`src/design/uoad_pkg.sv`:
```
// Package for the ultrasonic obstacle-avoid drive core.
// Holds the command and distance types, direction codes, band thresholds and duties.
// No dependencies.
package uoad_pkg;

  localparam logic [2:0] DIR_STOP  = 3'd0;
  localparam logic [2:0] DIR_FWD   = 3'd1;
  localparam logic [2:0] DIR_BACK  = 3'd2;
  localparam logic [2:0] DIR_LEFT  = 3'd3;
  localparam logic [2:0] DIR_RIGHT = 3'd4;

  localparam logic [1:0] SENSOR_NONE = 2'd3;

  // ticks / 58 as (ticks * 18079) >> 20, exact below the saturation point
  localparam logic [14:0] CM_DIV_MUL   = 15'd18079;
  localparam int          CM_SHIFT     = 20;
  localparam logic [31:0] CM_SAT_TICKS = 32'd14848;
  localparam logic [7:0]  CM_SAT       = 8'd255;

  localparam logic [7:0] BAND_FAR   = 8'd40;
  localparam logic [7:0] BAND_MID   = 8'd33;
  localparam logic [7:0] BAND_NEAR  = 8'd25;
  localparam logic [7:0] BAND_CLOSE = 8'd18;
  localparam logic [7:0] BAND_STOP  = 8'd10;
  localparam logic [7:0] SIDE_WARN  = 8'd20;
  localparam logic [7:0] SIDE_CRIT  = 8'd10;

  localparam logic [9:0] DUTY_380  = 10'd380;
  localparam logic [9:0] DUTY_360  = 10'd360;
  localparam logic [9:0] DUTY_340  = 10'd340;
  localparam logic [9:0] DUTY_320  = 10'd320;
  localparam logic [9:0] DUTY_300  = 10'd300;
  localparam logic [9:0] DUTY_ZERO = 10'd0;
  localparam logic [9:0] DUTY_800  = 10'd800;
  localparam logic [9:0] DUTY_700  = 10'd700;
  localparam logic [9:0] DUTY_600  = 10'd600;
  localparam logic [9:0] DUTY_450  = 10'd450;

  typedef struct packed {
    logic [2:0] direction;
    logic [9:0] duty_a;
    logic [9:0] duty_b;
  } uoad_cmd_t;

  typedef struct packed {
    logic [7:0] front;
    logic [7:0] side_a;
    logic [7:0] side_b;
  } uoad_ranges_t;

endpackage

```
`src/design/uoad_if.sv`:
```
// Valid/ready channel interfaces for the obstacle-avoid drive core.
// Echo capture channel in, drive command channel out. No dependencies.
interface uoad_echo_if;
  logic        valid;
  logic        ready;
  logic [1:0]  sensor;
  logic [15:0] stamp;

  modport source (output valid, output sensor, output stamp, input ready);
  modport sink (input valid, input sensor, input stamp, output ready);
endinterface

interface uoad_drive_if;
  logic       valid;
  logic       ready;
  logic [2:0] direction;
  logic [9:0] duty_a;
  logic [9:0] duty_b;
  logic [7:0] front_cm;
  logic [7:0] side_a_cm;
  logic [7:0] side_b_cm;

  modport source (output valid, output direction, output duty_a, output duty_b,
                  output front_cm, output side_a_cm, output side_b_cm, input ready);
  modport sink (input valid, input direction, input duty_a, input duty_b,
                input front_cm, input side_a_cm, input side_b_cm, output ready);
endinterface

```
`src/design/uoad_capture.sv`:
```
// Echo pair capture for three sensors: edge pairing, wrap length, centimetre conversion.
// Depends on uoad_pkg.
module uoad_capture #(
  parameter int TIMER_BITS = 16
) (
  input  logic                   clk,
  input  logic                   rst,
  input  logic                   fire,
  input  logic [1:0]             sensor,
  input  logic [15:0]            stamp,
  output uoad_pkg::uoad_ranges_t ranges_next
);
  import uoad_pkg::*;

  localparam logic [TIMER_BITS-1:0] TMAX = '1;

  logic [2:0]            pending;
  logic [2:0]            pending_next;
  logic [TIMER_BITS-1:0] first_stamp [3];
  logic [TIMER_BITS-1:0] first_stamp_next [3];
  logic [TIMER_BITS-1:0] ticks [3];
  logic [TIMER_BITS-1:0] ticks_next [3];
  logic [7:0]            range [3];
  logic [7:0]            range_next [3];

  logic [31:0]           stamp_ext;
  logic [31:0]           ticks_ext;
  logic [TIMER_BITS-1:0] t;
  logic [TIMER_BITS-1:0] first_sel;
  logic [TIMER_BITS-1:0] ticks_sel;
  logic [TIMER_BITS-1:0] ticks_new;
  logic [28:0]           prod;
  logic [7:0]            cm_new;

  always_comb begin
    stamp_ext = {16'd0, stamp};
    t         = stamp_ext[TIMER_BITS-1:0];
    first_sel = '0;
    ticks_sel = '0;
    for (int i = 0; i < 3; i++) begin
      if (sensor == 2'(i)) begin
        first_sel = first_stamp[i];
        ticks_sel = ticks[i];
      end
    end
    priority if (t > first_sel) begin
      ticks_new = t - first_sel;
    end else if (first_sel > t) begin
      ticks_new = (TMAX - first_sel) + t;
    end else begin
      ticks_new = ticks_sel;
    end
    ticks_ext = 32'(ticks_new);
    prod      = 29'(ticks_ext[13:0]) * 29'(CM_DIV_MUL);
    if (ticks_ext >= CM_SAT_TICKS) begin
      cm_new = CM_SAT;
    end else begin
      cm_new = prod[CM_SHIFT+7:CM_SHIFT];
    end

    pending_next = pending;
    for (int i = 0; i < 3; i++) begin
      first_stamp_next[i] = first_stamp[i];
      ticks_next[i]       = ticks[i];
      range_next[i]       = range[i];
      if (fire && sensor == 2'(i)) begin
        if (!pending[i]) begin
          first_stamp_next[i] = t;
          pending_next[i]     = 1'b1;
        end else begin
          ticks_next[i]   = ticks_new;
          range_next[i]   = cm_new;
          pending_next[i] = 1'b0;
        end
      end
    end
  end

  assign ranges_next.front  = range_next[0];
  assign ranges_next.side_a = range_next[1];
  assign ranges_next.side_b = range_next[2];

  always_ff @(posedge clk) begin
    if (rst) begin
      pending <= '0;
      for (int i = 0; i < 3; i++) begin
        first_stamp[i] <= '0;
        ticks[i]       <= '0;
        range[i]       <= '0;
      end
    end else if (fire) begin
      pending <= pending_next;
      for (int i = 0; i < 3; i++) begin
        first_stamp[i] <= first_stamp_next[i];
        ticks[i]       <= ticks_next[i];
        range[i]       <= range_next[i];
      end
    end
  end

endmodule

```
`src/design/uoad_decide.sv`:
```
// Drive decision from front band and side distances, with the held command.
// Depends on uoad_pkg.
module uoad_decide (
  input  logic                   clk,
  input  logic                   rst,
  input  logic                   fire,
  input  uoad_pkg::uoad_ranges_t ranges,
  output uoad_pkg::uoad_cmd_t    cmd_next
);
  import uoad_pkg::*;

  uoad_cmd_t held;
  logic      near20;
  logic      near10;

  function automatic uoad_cmd_t steer(logic [7:0] a, logic [7:0] b,
                                      logic [9:0] da, logic [9:0] db,
                                      logic [9:0] back);
    uoad_cmd_t c;
    priority if (a < b) begin
      c = '{direction: DIR_RIGHT, duty_a: da, duty_b: db};
    end else if (a > b) begin
      c = '{direction: DIR_LEFT, duty_a: da, duty_b: db};
    end else begin
      c = '{direction: DIR_BACK, duty_a: back, duty_b: back};
    end
    return c;
  endfunction

  always_comb begin
    near20   = (ranges.side_a < SIDE_WARN) || (ranges.side_b < SIDE_WARN);
    near10   = (ranges.side_a < SIDE_CRIT) || (ranges.side_b < SIDE_CRIT);
    cmd_next = held;
    priority if (ranges.front > BAND_FAR) begin
      if (near10) begin
        cmd_next = steer(ranges.side_a, ranges.side_b, DUTY_ZERO, DUTY_800, DUTY_360);
      end else begin
        cmd_next = '{direction: DIR_FWD, duty_a: DUTY_380, duty_b: DUTY_380};
      end
    end else if (ranges.front > BAND_MID) begin
      if (near20) begin
        cmd_next = steer(ranges.side_a, ranges.side_b, DUTY_700, DUTY_700, DUTY_340);
      end else begin
        cmd_next = '{direction: DIR_FWD, duty_a: DUTY_360, duty_b: DUTY_360};
      end
    end else if (ranges.front > BAND_NEAR) begin
      if (near20) begin
        cmd_next = steer(ranges.side_a, ranges.side_b, DUTY_700, DUTY_700, DUTY_320);
      end else begin
        cmd_next = '{direction: DIR_FWD, duty_a: DUTY_340, duty_b: DUTY_340};
      end
    end else if (ranges.front > BAND_CLOSE) begin
      if (near20) begin
        cmd_next = steer(ranges.side_a, ranges.side_b, DUTY_600, DUTY_600, DUTY_300);
      end else begin
        cmd_next = '{direction: DIR_FWD, duty_a: DUTY_320, duty_b: DUTY_320};
      end
    end else if (ranges.front > BAND_STOP) begin
      if (near20) begin
        cmd_next = steer(ranges.side_a, ranges.side_b, DUTY_600, DUTY_600, DUTY_300);
      end
    end else begin
      cmd_next = '{direction: DIR_BACK, duty_a: DUTY_450, duty_b: DUTY_450};
    end
  end

  always_ff @(posedge clk) begin
    if (rst) begin
      held <= '{direction: DIR_STOP, duty_a: DUTY_ZERO, duty_b: DUTY_ZERO};
    end else if (fire) begin
      held <= cmd_next;
    end
  end

endmodule

```
`src/design/ultrasonic_obstacle_avoid_drive_core.sv`:
```
// Top level of the ultrasonic obstacle-avoid drive core.
// Depends on uoad_pkg, uoad_if, uoad_capture and uoad_decide.
//
// Channels: echo (sink) takes one capture transaction per edge: sensor code
// (0 front, 1 side A, 2 side B, 3 ignored) and the timer stamp of the edge.
// drive (source) returns exactly one transaction per echo transaction: the
// direction, both PWM duties and the three latest distances in centimetres.
// Path: a transaction taken from echo sits in the input register, passes
// the capture and decision logic and is then held in the output register,
// from which it is offered on drive.
// Throughput: one transaction per cycle while drive is not held off; the
// pairing, divide-by-58 multiply and band compares run combinationally
// between the registers; per-sensor state updates with the output register.
// Stall: while drive is held off, the output register keeps its transaction,
// the input register takes one more, then echo.ready drops until drive moves.
// Reset: synchronous; clears both valid flags, all edge pairs, lengths and
// distances, and sets the held command to stop with zero duties.
module ultrasonic_obstacle_avoid_drive_core #(
  parameter int TIMER_BITS = 16
) (
  input logic         clk,
  input logic         rst,
  uoad_echo_if.sink   echo,
  uoad_drive_if.source drive
);
  import uoad_pkg::*;

  logic         in_valid;
  logic [1:0]   in_sensor;
  logic [15:0]  in_stamp;
  logic         out_valid;
  uoad_cmd_t    out_cmd;
  uoad_ranges_t out_ranges;

  logic         advance;
  logic         fire;
  uoad_ranges_t ranges_next;
  uoad_cmd_t    cmd_next;

  assign advance    = !out_valid || drive.ready;
  assign fire       = in_valid && advance;
  assign echo.ready = !in_valid || advance;

  uoad_capture #(
    .TIMER_BITS(TIMER_BITS)
  ) u_capture (
    .clk        (clk),
    .rst        (rst),
    .fire       (fire),
    .sensor     (in_sensor),
    .stamp      (in_stamp),
    .ranges_next(ranges_next)
  );

  uoad_decide u_decide (
    .clk     (clk),
    .rst     (rst),
    .fire    (fire),
    .ranges  (ranges_next),
    .cmd_next(cmd_next)
  );

  always_ff @(posedge clk) begin
    if (rst) begin
      in_valid <= 1'b0;
    end else if (echo.ready) begin
      in_valid <= echo.valid;
    end
  end

  always_ff @(posedge clk) begin
    if (echo.ready && echo.valid) begin
      in_sensor <= echo.sensor;
      in_stamp  <= echo.stamp;
    end
  end

  always_ff @(posedge clk) begin
    if (rst) begin
      out_valid <= 1'b0;
    end else if (advance) begin
      out_valid <= in_valid;
    end
  end

  always_ff @(posedge clk) begin
    if (fire) begin
      out_cmd    <= cmd_next;
      out_ranges <= ranges_next;
    end
  end

  assign drive.valid     = out_valid;
  assign drive.direction = out_cmd.direction;
  assign drive.duty_a    = out_cmd.duty_a;
  assign drive.duty_b    = out_cmd.duty_b;
  assign drive.front_cm  = out_ranges.front;
  assign drive.side_a_cm = out_ranges.side_a;
  assign drive.side_b_cm = out_ranges.side_b;

  a_dir_range: assert property (@(posedge clk) disable iff (rst)
    drive.valid |-> drive.direction <= DIR_RIGHT)
    else $error("direction code out of range");

  a_close_backs_off: assert property (@(posedge clk) disable iff (rst)
    drive.valid && drive.front_cm <= BAND_STOP |->
      drive.direction == DIR_BACK && drive.duty_a == DUTY_450 && drive.duty_b == DUTY_450)
    else $error("close front obstacle without back-off");

  a_fwd_balanced: assert property (@(posedge clk) disable iff (rst)
    drive.valid && drive.direction == DIR_FWD |-> drive.duty_a == drive.duty_b)
    else $error("forward command with unequal duties");

  a_reset_empty: assert property (@(posedge clk)
    $past(rst) |-> !drive.valid && !in_valid)
    else $error("pipeline not empty after reset");

endmodule
```
`src/flat_wrapper.sv`:
```
// flat-port wrapper written by rule: the top's interface ports become plain ports
module ultrasonic_obstacle_avoid_drive_core_flat import uoad_pkg::*;
#(
  parameter int TIMER_BITS = 16
)
  (clk, rst, echo_valid, echo_sensor, echo_stamp, echo_ready, drive_valid, drive_direction, drive_duty_a, drive_duty_b, drive_front_cm, drive_side_a_cm, drive_side_b_cm, drive_ready);
  uoad_echo_if echo_i ();
  uoad_drive_if drive_i ();
  input logic clk;
  input logic rst;
  input wire logic [$bits(echo_i.valid)-1:0] echo_valid;
  input wire logic [$bits(echo_i.sensor)-1:0] echo_sensor;
  input wire logic [$bits(echo_i.stamp)-1:0] echo_stamp;
  output wire logic [$bits(echo_i.ready)-1:0] echo_ready;
  output wire logic [$bits(drive_i.valid)-1:0] drive_valid;
  output wire logic [$bits(drive_i.direction)-1:0] drive_direction;
  output wire logic [$bits(drive_i.duty_a)-1:0] drive_duty_a;
  output wire logic [$bits(drive_i.duty_b)-1:0] drive_duty_b;
  output wire logic [$bits(drive_i.front_cm)-1:0] drive_front_cm;
  output wire logic [$bits(drive_i.side_a_cm)-1:0] drive_side_a_cm;
  output wire logic [$bits(drive_i.side_b_cm)-1:0] drive_side_b_cm;
  input wire logic [$bits(drive_i.ready)-1:0] drive_ready;
  assign echo_i.valid = echo_valid;
  assign echo_i.sensor = echo_sensor;
  assign echo_i.stamp = echo_stamp;
  assign echo_ready = echo_i.ready;
  assign drive_valid = drive_i.valid;
  assign drive_direction = drive_i.direction;
  assign drive_duty_a = drive_i.duty_a;
  assign drive_duty_b = drive_i.duty_b;
  assign drive_front_cm = drive_i.front_cm;
  assign drive_side_a_cm = drive_i.side_a_cm;
  assign drive_side_b_cm = drive_i.side_b_cm;
  assign drive_i.ready = drive_ready;
  ultrasonic_obstacle_avoid_drive_core #(.TIMER_BITS(TIMER_BITS)) u_core (.clk(clk), .rst(rst), .echo(echo_i), .drive(drive_i));
endmodule
```
`config.mk`:
```
export PLATFORM = sky130hd
export DESIGN_NAME = ultrasonic_obstacle_avoid_drive_core_flat
export DESIGN_NICKNAME = d
export VERILOG_FILES = /design/src/design/uoad_pkg.sv /design/src/design/uoad_if.sv /design/src/design/uoad_capture.sv /design/src/design/uoad_decide.sv /design/src/design/ultrasonic_obstacle_avoid_drive_core.sv /design/src/flat_wrapper.sv
export SDC_FILE = /design/constraint.sdc
export NUM_CORES = 1
export LEC_CHECK = 0
export ABC_AREA = 1
export BUFFER_PORTS_ARGS = -buffer_cell sky130_fd_sc_hd__buf_4
export CAP_MARGIN = 20
export CORE_UTILIZATION = 55
export CTS_CLUSTER_DIAMETER = 150
export CTS_CLUSTER_SIZE = 24
export DETAILED_ROUTE_END_ITERATION = 6
export PLACE_DENSITY = 0.81
export SYNTH_ARGS = -nofsm -noshare
export SYNTH_HDL_FRONTEND = slang
export SYNTH_SLANG_ARGS = --single-unit
```
`constraint.sdc`:
```
create_clock -name clk -period 13.45 [get_ports clk]
set_clock_uncertainty 0.2 [all_clocks]
set_input_delay 2.69 -clock clk [delete_from_list [all_inputs] [get_ports clk]]
set_output_delay 2.69 -clock clk [all_outputs]
set_load 0.1 [all_outputs]
```
==> flow_metrics.py, run 1 <==
metrics = {
    "clock_tree": {
        "cts_num_sinks": 213,
        "post_cts_buffers": 0,
        "postCtsHoldBufs": 0,
        "clk_path_buf_depth": 3,
        "cts_root_buf": "clkbuf_16",
        "clk_latency_ns": 0.48,
        "numCtsBuffers": 12,
        "clk_pin_slew_ns": 0.09,
        "cts_tree": "built",
        "ctsResizeCount": 0,
        "cts_max_level": 1,
    },
    "drt": {
        "ant_nets": 0,
        "viasPerCell": 5.543,
        "drt-met1-wl_mm": 15.56,
        "wirelength_mm": 35.28,
        "wl_met2_mm": 17.38,
        "dr.pass1.iters": 7,
        "drcViolationCount": 2,
        "routedWlPerCell_um": 17.29,
        "wl_met3_mm": 1.595,
        "drt_iter0_markers": 968,
        "highest_layer": "met4",
        "vias": 11310,
    },
    "synthesis": {
        "syn_nets": 1878,
        "synth_area_um2": 14880,
        "yosysSeqAreaShare_pct": 41.11,
        "ys_seq_elements": 213,
        "async_flop_share_pct": 0,
        "synth_edf_count": 185,
        "ys_warn_count": 0,
        "synth_ff_type": "edfxtp_1",
        "syn_avg_cell_area_um2": 9.055,
        "ys_types": 50,
        "synth_cells": 1643,
    },
    "min_path": {
        "worstHoldStart": "u_core.u_decide.held[12]",
        "holdPathStages": 2,
        "worst_hold_path_type": "reg -> reg",
        "hold_end": "u_core.u_decide.held[12]",
    },
    "critical_path": {
        "critPathLaunchType": "flop",
        "worstSetupPathType": "reg -> reg",
        "reg2reg_depth": 46,
        "crit_fanout": 20,
        "reg2reg_to": "u_core.drive.duty_a[6]",
        "slowest_stage": "edfxtp_1",
        "crit_path_end_kind": "flop",
        "slowest_delay_ns": 0.80,
        "r2r-start": "u_core.in_sensor[0]",
        "r2r_slack_ns": 1.59,
        "crit_top_cell": "nand2_1",
        "cp.arrival_ns": 11.89,
        "required_ns": 13.48,
    },
    "cells_and_area": {
        "n_antenna_cell": 0,
        "n_fill_cell": 2203,
        "drive_gt1_share_pct": 10.26,
        "final_core_util_pct": 61.18,
        "nets": 1938,
        "final_cell_mix": "nand2_1, inv_1, edfxtp_1",
        "final_common_cell": "nand2_1",
        "syn_to_final_growth_pct": 8.083,
    },
    "sta": {
        "finalWorstSetupSlack_ns": 1.592,
        "rsz0062_at_grt": "no",
        "drv_slew": 0,
        "hold_viol": 0,
        "worst_pin_slew_ns": 0.9972,
        "period_share_pct": 88.16,
        "tns_ns": 0,
        "timing.slew.headroom_pct": 33.42,
        "fmax_ghz": 0.08433,
        "fin_crit_ns": 11.86,
        "finalSetupViolCount": 0,
    },
    "placed_design": {
        "portBuffers": 70,
        "hpwl_mm": 27.49,
        "finalWeightedCongestion": 1.024,
        "place_ws_ns": 1.695,
    },
    "die": {
        "rows": 59,
        "ios": 71,
        "die_w_um": 166.5,
        "die_h_um": 166.5,
        "core_area_um2": 26280,
        "initial_utilization_pct": 56.61,
        "dieArea_um2": 27710,
    },
    "grt": {
        "first_global_vias": 11270,
        "grt_max_degree": 49,
        "grt_pass1_wl_mm": 57.88,
        "grt-ovfl-total": 0,
        "antenna_found_initial": 0,
        "grt_util_all_layers_pct": 26.14,
    },
    "outcome": {
        "status": "finished, violations left",
        "violations": "design-rule violations",
    },
    "flow_run": {
        "maxCapViolations": 0,
    },
}
## through the flow
step | cells | hold WS, ns | cell area, um2
finish | 2041 | 0.2533 | 16080
global route | 2041 | 0.2745 | 16080
CTS | 2041 | 0.2558 | 16080
detailed placement | 2024 | 0.2356 | 15740
global placement | 2022 | 0.2320 | 15690
floorplan | 1643 | 0.2183 | 14880
## cell families (layout without fill, tap and decap cells)
group           count (synthesis)  count (layout)  share of synthesized area (%)
xor+xnor                       22              22                          1.295
fa+ha+maj                     213             213                          21.04
buf+inv                       311             374                          8.251
simple gates                  672             672                          19.55
compound gates                212             212                          8.755
flops                         213             213                          41.11
## synth_stat cells (20+ instances only)
master,n,area [um2]
fa_1,62,1241
nand2_1,383,1438
o21ai_0,40,200.2
edfxtp_1,185,5555
o21ai_1,20,100.1
inv_1,254,953.4
nor2_1,120,450.4
ha_1,151,1889
inv_2,21,78.83
a21oi_1,79,395.4
dfxtp_1,28,560.5
nand3_1,88,440.4
## sequential cells by signal, summed over array words and instances (netlist names), 3 cells and up
signal	flops
u_core.drive.duty_b	10
u_core.drive.front_cm	8
u_core.drive.direction	3
u_core.u_capture.pending	3
u_core.u_capture.first_stamp	48
u_core.drive.side_b_cm	8
u_core.drive.side_a_cm	8
u_core.drive.duty_a	10
u_core.in_stamp	16
u_core.u_capture.range	24
u_core.u_decide.held	23
u_core.u_capture.ticks	48
## worst max-delay path, delay by kind of cell, from the launching register on
family          cells  cell delay [ns]
compound gates      8             2.13
xor+xnor            1             0.20
simple gates       21             2.67
flops               1             0.80
fa+ha+maj           8             3.88
buf+inv             8             1.69
## final cells by class
class	count	area [um2]	area share, %
repair buffers	79	625.6	3.891
clock inverters	1	5.005	0.03113
well taps	335	419.2	2.607
inverters	278	1044	6.490
flip-flops and latches	213	6116	38.04
multi-input cells	1119	7533	46.85
clock buffers	16	336.6	2.093
## metal layers
metal | global-route usage, % | up-vias
met4 | 6.159 | 0
met1 | 35.35 | 5441
li1 | - | 5523
met3 | 2.733 | 54
met5 | 0 | -
met2 | 45.32 | 295
## how the worst max path moves through the flow
stage,startpoint,end,slack (ns),depth (start not counted)
floorplan,u_core.in_sensor[1],u_core.drive.duty_a[9],3.90,51
global route,u_core.in_sensor[0],u_core.drive.duty_a[6],0.71,46
CTS,u_core.in_sensor[0],u_core.drive.duty_b[6],1.66,46
finish,u_core.in_sensor[0],u_core.drive.duty_a[6],1.59,46
global placement,u_core.in_sensor[0],u_core.drive.duty_b[6],1.89,46
detailed placement,u_core.in_sensor[0],u_core.drive.duty_b[6],1.69,46
Power of run 1 is left out: the tool's default activity adds up to more than one toggle a clock period on the data nets, which glitch-free logic cannot reach.
==> inputs of run 2 (changes only) <==
--- a/config.mk
+++ b/config.mk
@@ -8,11 +8,12 @@
 export ABC_AREA = 1
 export BUFFER_PORTS_ARGS = -buffer_cell sky130_fd_sc_hd__buf_4
 export CAP_MARGIN = 20
-export CORE_UTILIZATION = 55
+export CORE_UTILIZATION = 25
+export CTS_BUF_LIST = sky130_fd_sc_hd__clkbuf_8
 export CTS_CLUSTER_DIAMETER = 150
 export CTS_CLUSTER_SIZE = 24
 export DETAILED_ROUTE_END_ITERATION = 6
-export PLACE_DENSITY = 0.81
+export PLACE_DENSITY = 0.47
 export SYNTH_ARGS = -nofsm -noshare
 export SYNTH_HDL_FRONTEND = slang
 export SYNTH_SLANG_ARGS = --single-unit
==> flow_metrics.py, run 2 (synthesis results as in run 1) <==
metrics = {
    "die": {
        "die_h_um": 245.9,
        "ios": 71,
        "initial_utilization_pct": 25.25,
        "dieArea_um2": 60490,
        "core_area_um2": 58910,
        "die_w_um": 245.9,
        "rows": 89,
    },
    "clock_tree": {
        "clk_latency_ns": 0.53,
        "cts_tree": "built",
        "ctsResizeCount": 0,
        "cts_num_sinks": 213,
        "cts_root_buf": "clkbuf_8",
        "clk_path_buf_depth": 3,
        "cts_max_level": 1,
        "post_cts_buffers": 0,
        "clk_pin_slew_ns": 0.16,
        "numCtsBuffers": 12,
        "postCtsHoldBufs": 0,
    },
    "critical_path": {
        "crit_path_end_kind": "flop",
        "crit_top_cell": "nand2_1",
        "slowest_stage": "edfxtp_1",
        "critPathLaunchType": "flop",
        "crit_fanout": 20,
        "required_ns": 13.52,
        "cp.arrival_ns": 11.91,
        "worstSetupPathType": "reg -> reg",
        "slowest_delay_ns": 0.85,
    },
    "sta": {
        "timing.slew.headroom_pct": 35.33,
        "drv_slew": 0,
        "rsz0062_at_grt": "no",
        "tns_ns": 0,
        "period_share_pct": 88.00,
        "holdWs_ns": 0.2613,
        "hold_viol": 0,
        "worst_pin_slew_ns": 0.9665,
        "fmax_ghz": 0.08449,
        "finalSetupViolCount": 0,
        "fin_crit_ns": 11.84,
    },
    "grt": {
        "first_global_vias": 11320,
        "grt_util_all_layers_pct": 12.93,
        "grt_max_degree": 49,
        "grt_pass1_wl_mm": 62.29,
        "grt-ovfl-total": 0,
        "antenna_found_initial": 0,
    },
    "drt": {
        "routedWlPerCell_um": 15.70,
        "wirelength_mm": 38.98,
        "dr.pass1.iters": 5,
        "ant_nets": 0,
        "drt_iter0_markers": 615,
        "vias": 10890,
        "viasPerCell": 4.387,
        "drcViolationCount": 0,
    },
    "outcome": {
        "status": "finished, final reports clean",
    },
    "placed_design": {
        "hpwl_mm": 30.55,
        "finalWeightedCongestion": 0.8923,
        "portBuffers": 70,
    },
    "cells_and_area": {
        "regArea_um2": 6116,
        "final_common_cell": "nand2_1",
        "syn_to_final_growth_pct": 10.77,
        "top_regs": "u_core.u_capture.first_stamp x48, u_core.u_capture.ticks x48, u_core.u_capture.range x24",
        "n_fill_cell": 6239,
        "multiInputGateArea_um2": 7533,
        "final_cell_mix": "nand2_1, inv_1, edfxtp_1",
        "nets": 1942,
        "final_core_util_pct": 27.97,
        "n_antenna_cell": 0,
        "drive_gt1_share_pct": 10.47,
    },
    "min_path": {
        "worst_hold_path_type": "reg -> reg",
    },
    "flow_run": {
        "maxCapViolations": 0,
    },
}
==> run 2: cell count changes in the layout (fill, tap and decap cells not counted), sizes merged <==
cell,before,now
clkbuf,16,13
buf,79,83
inv,276,279
==> run 2: critical path: cells and delay by family (launching register included) <==
kind	cells	cell delay (ns)
buffers and inverters	9	1.86
DFF	1	0.85
and+or+nand+nor	21	2.38
AOI/OAI and AO/OA	8	2.10
xor gates and xnor gates	1	0.20
adders and majority gates	9	3.98
==> run 2: cell type report <==
class / count / area share [%]
Clock buffer: 13 / 1.086
Clock inverter: 4 / 0.09871
Inverter: 278 / 6.333
Tap cell: 773 / 5.869
Multi-Input combinational cell: 1119 / 45.72
Sequential cell: 213 / 37.11
Timing Repair Buffer: 83 / 3.781
==> run 2: final timing paths <==
check	startpoint	end	slack, ns	cells after the start
max	u_core.in_sensor[0]	u_core.drive.duty_a[6]	1.61	48
min	u_core.u_decide.held[2]	u_core.u_decide.held[2]	0.26	2
min reg2reg	u_core.u_decide.held[2]	u_core.u_decide.held[2]	0.26	2
max reg2reg	u_core.in_sensor[0]	u_core.drive.duty_a[6]	1.61	48
==> run 2: stage by stage <==
| step | area, um2 | setup slack, ns | cells |
|---|---|---|---|
| after detailed placement | 16280 | 1.594 | 2465 |
| after global routing | 16480 | 0.6091 | 2483 |
| after CTS | 16470 | 1.547 | 2482 |
| final | 16480 | 1.614 | 2483 |
| after global placement | 16280 | 1.871 | 2465 |
| after floorplan | 14880 | 3.898 | 1643 |
==> run 2: routing by layer <==
layer / GRT usage [%] / part of all wire (%) / vias to the layer above
met2: 21.82 / 47 / 173
met4: 2.393 / 1.8 / 0
met5: 0 / 0 / -
li1: - / - / 5525
met1: 17.71 / 47 / 5160
met3: 1.604 / 3.4 / 36
Power of run 2 is left out for the same reason.
